`src/rtl/atg_pkg.sv`:
```
// Shared types, constants and the arctangent table of the attractor trace generator.
// Used by atg_sincos and attractor_trace_generator; it depends on nothing else.
`timescale 1ns / 1ps
package atg_pkg;

  localparam int unsigned CORDIC_STEPS = 28;
  localparam int unsigned RED_TOP      = 5;   // highest multiple 2pi << RED_TOP in the reduction

  localparam logic signed [31:0] Q_PI        = 32'sd843314857;
  localparam logic signed [31:0] Q_TWO_PI    = 32'sd1686629713;
  localparam logic signed [31:0] Q_HALF_PI   = 32'sd421657428;
  localparam logic signed [31:0] CORDIC_GAIN = 32'sd163008219;

  typedef enum logic [2:0] {
    SC_IDLE, SC_WRAP, SC_RED, SC_FOLD, SC_ROT, SC_DONE
  } sc_state_t;

  typedef enum logic [3:0] {
    T_IDLE, T_ANG_MUL, T_ANG_WAIT, T_SC, T_WX, T_WY, T_MX, T_MY, T_CHK, T_OUT
  } top_state_t;

  typedef enum logic [2:0] {
    REG_COEFF_A, REG_COEFF_B, REG_COEFF_C, REG_COEFF_D,
    REG_ORIGIN_X, REG_ORIGIN_Y, REG_PIXELS_PER_UNIT
  } cfg_reg_t;

  // atan(2^-i) in Q.28, rounded.
  function automatic logic signed [31:0] atan_q28(input logic [4:0] i);
    logic signed [31:0] v;
    case (i)
      5'd0:  v = 32'sd210828714;
      5'd1:  v = 32'sd124459457;
      5'd2:  v = 32'sd65760959;
      5'd3:  v = 32'sd33381290;
      5'd4:  v = 32'sd16755422;
      5'd5:  v = 32'sd8385879;
      5'd6:  v = 32'sd4193963;
      5'd7:  v = 32'sd2097109;
      5'd8:  v = 32'sd1048571;
      5'd9:  v = 32'sd524287;
      5'd10: v = 32'sd262144;
      5'd11: v = 32'sd131072;
      5'd12: v = 32'sd65536;
      5'd13: v = 32'sd32768;
      5'd14: v = 32'sd16384;
      5'd15: v = 32'sd8192;
      5'd16: v = 32'sd4096;
      5'd17: v = 32'sd2048;
      5'd18: v = 32'sd1024;
      5'd19: v = 32'sd512;
      5'd20: v = 32'sd256;
      5'd21: v = 32'sd128;
      5'd22: v = 32'sd64;
      5'd23: v = 32'sd32;
      5'd24: v = 32'sd16;
      5'd25: v = 32'sd8;
      5'd26: v = 32'sd4;
      5'd27: v = 32'sd2;
      default: v = 32'sd0;
    endcase
    return v;
  endfunction

endpackage

```
`src/rtl/atg_sincos.sv`:
```
// Iterative sine and cosine of a Q.28 angle: modulo-2pi reduction, quadrant fold, CORDIC.
// Depends on atg_pkg.
`timescale 1ns / 1ps
module atg_sincos import atg_pkg::*; (
  input  logic               clk,
  input  logic               rst_n,
  input  logic               start,
  input  logic signed [35:0] angle,
  output logic               done,
  output logic signed [31:0] sin_o,
  output logic signed [31:0] cos_o
);

  sc_state_t state_r, state_nxt;
  logic signed [37:0] r_r, r_nxt;
  logic [2:0] k_r, k_nxt;
  logic [4:0] i_r, i_nxt;
  logic signed [31:0] x_r, x_nxt, y_r, y_nxt, z_r, z_nxt;
  logic flip_r, flip_nxt;
  logic [37:0] mod_step;
  logic signed [37:0] t;
  logic signed [31:0] dx, dy, at;

  assign mod_step = 38'(Q_TWO_PI) << k_r;
  assign dx = y_r >>> i_r;
  assign dy = x_r >>> i_r;
  assign at = atan_q28(i_r);

  always_ff @(posedge clk) begin
    if (!rst_n) begin
      state_r <= SC_IDLE;
    end else begin
      state_r <= state_nxt;
    end
    r_r    <= r_nxt;
    k_r    <= k_nxt;
    i_r    <= i_nxt;
    x_r    <= x_nxt;
    y_r    <= y_nxt;
    z_r    <= z_nxt;
    flip_r <= flip_nxt;
  end

  always_comb begin
    state_nxt = state_r;
    r_nxt = r_r;
    k_nxt = k_r;
    i_nxt = i_r;
    x_nxt = x_r;
    y_nxt = y_r;
    z_nxt = z_r;
    flip_nxt = flip_r;
    t = (r_r > 38'(Q_PI)) ? r_r - 38'(Q_TWO_PI) : r_r;
    case (state_r)
      SC_IDLE: begin
        if (start) begin
          r_nxt = 38'(angle);
          state_nxt = SC_WRAP;
        end
      end
      SC_WRAP: begin
        // Lift a negative angle by a whole multiple of 2pi so the reduction only subtracts.
        if (r_r < 0) r_nxt = r_r + $signed(38'(Q_TWO_PI) << RED_TOP);
        k_nxt = 3'(RED_TOP);
        state_nxt = SC_RED;
      end
      SC_RED: begin
        if ($unsigned(r_r) >= mod_step) r_nxt = r_r - $signed(mod_step);
        if (k_r == 3'd0) state_nxt = SC_FOLD;
        else k_nxt = k_r - 3'd1;
      end
      SC_FOLD: begin
        flip_nxt = 1'b0;
        z_nxt = 32'(t);
        if (t > 38'(Q_HALF_PI)) begin
          z_nxt = 32'(t - 38'(Q_PI));
          flip_nxt = 1'b1;
        end else if (t < -38'(Q_HALF_PI)) begin
          z_nxt = 32'(t + 38'(Q_PI));
          flip_nxt = 1'b1;
        end
        x_nxt = CORDIC_GAIN;
        y_nxt = '0;
        i_nxt = '0;
        state_nxt = SC_ROT;
      end
      SC_ROT: begin
        if (!z_r[31]) begin
          x_nxt = x_r - dx;
          y_nxt = y_r + dy;
          z_nxt = z_r - at;
        end else begin
          x_nxt = x_r + dx;
          y_nxt = y_r - dy;
          z_nxt = z_r + at;
        end
        i_nxt = i_r + 5'd1;
        if (i_r == 5'(CORDIC_STEPS - 1)) state_nxt = SC_DONE;
      end
      SC_DONE: state_nxt = SC_IDLE;
      default: state_nxt = SC_IDLE;
    endcase
  end

  assign done  = (state_r == SC_DONE);
  assign sin_o = flip_r ? -y_r : y_r;
  assign cos_o = flip_r ? -x_r : x_r;

endmodule

```
`config.mk`:
```
export PLATFORM = sky130hd
export DESIGN_NAME = atg_sincos
export DESIGN_NICKNAME = d
export VERILOG_FILES = /design/src/rtl/atg_pkg.sv /design/src/rtl/atg_sincos.sv
export SDC_FILE = /design/constraint.sdc
export NUM_CORES = 1
export LEC_CHECK = 0
export BUFFER_PORTS_ARGS = -buffer_cell sky130_fd_sc_hd__buf_2
export CORE_MARGIN = 1.5
export CORE_UTILIZATION = 60
export DETAILED_ROUTE_END_ITERATION = 6
export PLACE_DENSITY = 0.83
export SLEW_MARGIN = 10
export SYNTH_ARGS = -nofsm -noshare
export SYNTH_HDL_FRONTEND = slang
export SYNTH_SLANG_ARGS = --single-unit
export TNS_END_PERCENT = 10
```
`constraint.sdc`:
```
create_clock -name clk -period 9.1 [get_ports clk]
set_input_delay 1.82 -clock clk [delete_from_list [all_inputs] [get_ports clk]]
set_output_delay 1.82 -clock clk [all_outputs]
set_load 0.01 [all_outputs]
```
# After elaboration in Yosys (flattened, before gate mapping)
# Memory sizes are Yosys's and may differ from the RTL's. A register that Yosys moved wholly into a read port is not among the register bits.
# Cells that the tools add are included.
[classes] mux=24 n_addsub=15 order_cmp=5 n_reduce_logical=8 n_eq_ne=12 shifts=3
[op_table] operator="$mux W32" n=7
[op_table] operator="$pmux W32 S2" n=3
[op_table] operator="$mux W38" n=4
[op_table] operator="$pmux W38 S3" n=1
[op_table] operator="$add A32 B32 Y32" n=3
[op_table] operator="$sub A32 B32 Y32" n=3
[op_table] operator="$neg A32 Y32" n=2
[op_table] operator="$sshr A32 B5 Y32" n=2
[op_table] operator="$add A38 B37 Y38 const B" n=1
[op_table] operator="$ge A38 B38 Y1" n=1
[op_table] operator="$gt A38 B30 Y1 const B" n=1
[op_table] operator="$gt A38 B31 Y1 const B" n=1
[op_table] operator="$lt A38 B1 Y1 const B" n=1
[op_table] operator="$lt A38 B30 Y1 const B" n=1
[op_table] operator="$shl A31 B3 Y38 const A" n=1
[op_table] operator="$sub A38 B32 Y38 const B" n=1
[op_table] operator="$sub A38 B38 Y38" n=1
[op_table] operator="$add A32 B31 Y32 const B" n=1
[op_table] operator="$sub A32 B31 Y32 const B" n=1
[op_table] operator="$pmux W3 S5" n=1
[op_table] operator="$mux W3" n=4
[op_table] operator="$ne A2 B2 Y1 const B" n=6
[op_table] operator="$pmux W5 S2" n=1
[op_table] operator="$eq A3 B2 Y1 const B" n=2
[op_table] operator="other kinds (14)" n=17
[word_totals] memories=1 ff_bits=146 elab_cells=76 mem_bits_ro=896
[memory_table] memory="(no name shown)" words=32 width=28 rd=1 rd_ports_with_merged_regs=1 write_ports=0 line="atg_pkg.sv:30" rtl="case (i)"

# Longest topological paths before layout
[logic_depth] ltp_word=6 depth_mapped=29

# Least setup slack after synthesis
# Ideal clock, no wire load.
[synth_timing] kind="reg2reg" start="reg i_r[0]" end="reg y_r[31] (data pin)" setup_slack_ns=2.278 stages_incl_launch_ff=28 t_arrival_ns=6.556 n_path_buf=4 required_time_ns=8.834 period_less_slack_ns=6.822 path_cell_list="edfxtp_1 > clkbuf_1 > buf_1 > clkbuf_1 > buf_2 > mux4_2 > mux2_2 > mux2i_1 > mux2_2 > nor2b_1 > and3_1 > nor3b_1 > nor2_1 > xor2_1 > ha_1 > nand3_1 > o221ai_1 > a21o_1 > a41o_1 > a2111oi_0 > o21ai_0 > o21a_1 > o211a_1 > a311o_1 > a221o_1 > a21oi_1 > xnor2_1 > nor2_1"
[synth_via] elab_chain_len=4 word_cells_on_any_way=5
[synth_rtl] element="start, declared" line="atg_sincos.sv:17" rtl="logic [4:0] i_r, i_nxt;"
[synth_rtl] element="start signal, assigned" line="atg_sincos.sv:37" rtl="i_r <= i_nxt;"
[synth_rtl] element="$sshr A32 B5 Y32 *" line="atg_sincos.sv:26" rtl="assign dy = x_r >>> i_r;"
[synth_rtl] element="$add A32 B32 Y32 / $sub A32 B32 Y32 (equally long branches)" line="atg_sincos.sv:90, atg_sincos.sv:94"
[synth_rtl] element="$mux W32 *" line="atg_sincos.sv:88" rtl="if (!z_r[31]) begin"
[synth_rtl] element="$pmux W32 S2 *" line="atg_sincos.sv:54" rtl="case (state_r)"
[synth_rtl] element="end signal, assigned" line="atg_sincos.sv:39" rtl="y_r <= y_nxt;"
[synth_rtl] element="end, declared" line="atg_sincos.sv:18" rtl="logic signed [31:0] x_r, x_nxt, y_r, y_nxt, z_r, z_nxt;"
# Mark *: on every way between the ends. The rest lies on a longest branch, timed or not.
# A chain may end at the register's enable or synchronous reset.

# Worst setup path after layout
[layout_timing] start="reg i_r[1]" end="reg y_r[31] (data pin)"
# Same word-level chain as after synthesis.

==> flow_metrics.py <==
metrics = {
    "cts": {
        "cts_max_path_buffers": 2,
        "ctsResizeCount": 0,
        "cts_buffers": 17,
        "clkSinkCount": 174,
        "clk-insertion-delay-late_ns": 0.52,
        "clkTransAtPathRegs_ns": 0.08,
        "htreeDepth": 4,
        "postCtsSetupBuffers": 0,
        "root_buffer": "clkbuf_16",
        "cts_tree": "built",
        "ctsHoldBuffers": 0,
    },
    "worst_setup_path": {
        "worstPathRequired_ns": 9.33,
        "reg2regPathDepth": 24,
        "reg2reg_from": "i_r[1]$_DFFE_PN_",
        "crit_path_start": "i_r[1]$_DFFE_PN_",
        "r2r_setup_slack_ns": 1.64,
        "path_max_fanout": 74,
        "cp-end-kind": "flop",
        "crit_end": "y_r[31]$_SDFFCE_PN0N_",
        "critPathKind": "reg2reg",
        "start_kind": "flop",
        "r2r-end": "y_r[31]$_SDFFCE_PN0N_",
        "cp.arrival_ns": 7.69,
    },
    "pwr": {
        "internal_power_mw": 2.635,
        "leakagePower_nw": 9.896,
        "seqPwrFrac_pct": 25.2,
        "ir_worst_vdd_uv": 175.5,
        "pwr-share-clk_pct": 14.6,
        "power_density_mw_per_mm2": 197.0,
        "p_sw_share_pct": 48.29,
        "comb_power_share_pct": 60.2,
        "power_switching_mw": 2.461,
    },
    "synthesis": {
        "ys_seq_elements": 174,
        "synth_mux_area_share_pct": 10.88,
        "synth_edf_count": 143,
        "yosysMostFrequentCell": "nor2_1",
        "synth.distinct_cells": 87,
        "netlist.top_cell.by_area": "edfxtp_1",
        "synth-warning-count": 0,
        "synth-adder-area-share_pct": 8.373,
        "syn_nets": 3266,
        "yosysSeqAreaShare_pct": 19.89,
        "synthCells": 3064,
        "synth_flop_cell": "edfxtp_1",
        "synth-simple-area-share_pct": 20.16,
        "synth_xor_area_share_pct": 12.12,
        "synth.area.top_cells": "edfxtp_1 17%, ha_1 8.0%, xnor2_1 7.7%",
        "synth_top_family_by_area": "compound AO/OA/AOI/OAI gates",
        "synth_area_mm2": 0.02471,
        "ys_async_sr_fraction_pct": 0,
        "synth_commonest_cells": "324 x nor2_1, 247 x a21oi_1, 236 x nand2_1",
        "synth_top_area_share_pct": 17.37,
        "synth_compound_gate_area_share_pct": 23.95,
        "syn_avg_cell_area_um2": 8.066,
    },
    "outcome": {
        "status": "completed",
    },
    "floorplanning": {
        "die_y_um": 206.0,
        "die-area_mm2": 0.04242,
        "ios": 104,
        "core_area_mm2": 0.04074,
        "rows": 74,
        "initial_utilization_pct": 60.67,
        "die_width_um": 206.0,
    },
    "layout": {
        "finish.instance_area_mm2": 0.02587,
        "fin_nets": 3220,
        "fillers": 3561,
        "diodes": 0,
        "multi_input_area_mm2": 0.01868,
        "register_area_mm2": 0.004915,
        "syn2layout_area_growth_pct": 4.678,
        "drive_above_1_share_pct": 10.49,
    },
    "global_route": {
        "grt_pass1_wl_um": 123000,
        "grt_pass1_vias": 23260,
        "grt_use_total_pct": 36.73,
        "grt_max_degree": 82,
        "gr-total-overflow": 0,
        "antenna_found_initial": 0,
    },
    "min_path": {
        "min_path_type": "reg2reg",
    },
    "placement": {
        "io_buffers": 103,
        "hpwlAfterDp_um": 58270,
        "placed_cell_area_mm2": 0.02531,
        "dp_slack_ns": 1.835,
        "place_congestion": 1.037,
    },
    "timing": {
        "fin_crit_ns": 7.457,
        "worstMarginPinSlew_ns": 1.139,
        "slew_viol_final": 0,
        "setup_viol": 0,
        "fin_ws_ns": 1.643,
        "fmax_mhz": 134.1,
        "finalCritPeriodShare_pct": 81.95,
        "rsz0062_at_grt": "false",
        "tns_ns": 0,
        "finalHoldViolCount": 0,
        "fin_skew_ns": 0.01598,
        "maxSlewHeadroom_pct": 24.03,
    },
    "routing": {
        "drt_wl_total_um": 77990,
        "dr.first_iter.drc_count": 2425,
        "dr.pass1.iters": 6,
        "viasPerCell": 6.907,
        "vias": 24610,
        "antenna_left": 0,
        "drc": 0,
        "wl_per_cell_um": 21.89,
    },
    "run": {
        "cap_viol_max_count": 0,
    },
}
final cells by class:
cell class,count,area share [%]
Multi-Input combinational cell,2605,72.19
Sequential cell,174,19.00
Timing Repair Buffer,129,2.747
Tap cell,532,2.573
Clock buffer,18,1.698
Inverter,91,1.330
Clock inverter,14,0.4643
worst max-delay path, cell delays in order (launching register included):
cell and delay [ns]:
edfxtp_1 0.38, buf_4 0.76, nor2_1 0.24, mux2i_1 0.63, mux4_2 0.38, a21o_1 0.17, and2_1 0.18, and3_1 0.24
nor3b_1 0.32, nor2_1 0.09, xor2_1 0.17, ha_1 0.30, nand3_1 0.12, o221ai_1 0.14, a21o_1 0.20, a41o_1 0.28
a2111oi_0 0.63, o21ai_0 0.23, o21a_1 0.25, o211a_1 0.26, a311o_1 0.41, a221o_1 0.34, a21oi_1 0.18, xnor2_1 0.15
nor2_1 0.05
placed cells by master (no fill, tap or decap), types with 32 or more instances in the layout:
cell      instances
xnor2_1         216
ha_1            159
nor4_1           35
nand2b_1         43
and2_1           34
o31ai_1          36
nor2b_1          34
nor2_1          323
mux4_2           77
o211ai_1         32
a21oi_1         247
mux2i_1          56
nor3_1           72
a22oi_1          40
nand3_1          59
a21o_1           59
inv_1            89
edfxtp_1        143
a31oi_1          47
buf_2           103
nand2_1         235
o21ai_0         192
xor2_1          126
mux2_2           35
nand4_1          32
state kept, by name, indices dropped and copies added (netlist names):
signal / count
k_r: 3
x_r: 32
state_r: 3
at: 28
flip_r: 1
r_r: 38
z_r: 32
y_r: 32
i_r: 5
per-stage QoR:
stage	power, mW	instances	hold WS (ns)	util [%]
2_1_floorplan	3.593	3064	0.4921	-
3_3_place_gp	4.185	3531	0.5497	62.13
3_5_place_dp	4.261	3531	0.5682	62.13
4_1_cts	5.025	3563	0.5756	63.50
5_1_grt	5.445	3563	0.6240	63.50
6_report	5.096	3563	0.5901	63.50
power groups by stage:
stage	logic [mW]	registers [mW]	clock network (mW)
final	3.07	1.29	0.743
after global routing	3.37	1.29	0.784
after CTS	3.00	1.27	0.757
after detailed placement	2.98	1.29	0
after global placement	2.90	1.28	0
after floorplan	2.49	1.10	0
per-layer routing:
layer  part of all wire [%]  global-route usage, %  vias to the layer above
met5                      0                      0                        -
met4                    5.2                  19.13                        0
met3                    8.9                  9.051                      261
met2                     47                  61.41                     1315
met1                     39                  43.56                    11650
li1                       -                      -                    11390
cells by family (layout without fill, tap and decap cells):
| group | count (synthesis) | in the layout |
|---|---|---|
| AOI/OAI and AO/OA | 911 | 911 |
| xor gates and xnor gates | 342 | 342 |
| buffers and inverters | 285 | 252 |
| muxes | 168 | 168 |
| and+or+nand+nor | 1021 | 1021 |
| adders and majority gates | 163 | 163 |
| DFF | 174 | 174 |
worst min-delay path by stage:
| stage | start | end | slack (ns) | cells after the start |
|---|---|---|---|---|
| after detailed placement | state_r[0]$_SDFFE_PN0P_ | state_r[0]$_SDFFE_PN0P_ | 0.57 | 1 |
| after global routing | state_r[0]$_SDFFE_PN0P_ | state_r[0]$_SDFFE_PN0P_ | 0.62 | 1 |
| after floorplan | state_r[0]$_SDFFE_PN0P_ | state_r[0]$_SDFFE_PN0P_ | 0.49 | 1 |
| final | state_r[1]$_SDFFE_PN0P_ | state_r[0]$_SDFFE_PN0P_ | 0.59 | 1 |
| after CTS | state_r[1]$_SDFFE_PN0P_ | state_r[0]$_SDFFE_PN0P_ | 0.58 | 1 |
| after global placement | state_r[0]$_SDFFE_PN0P_ | state_r[0]$_SDFFE_PN0P_ | 0.55 | 1 |
Power figures use the tool's default switching activity.
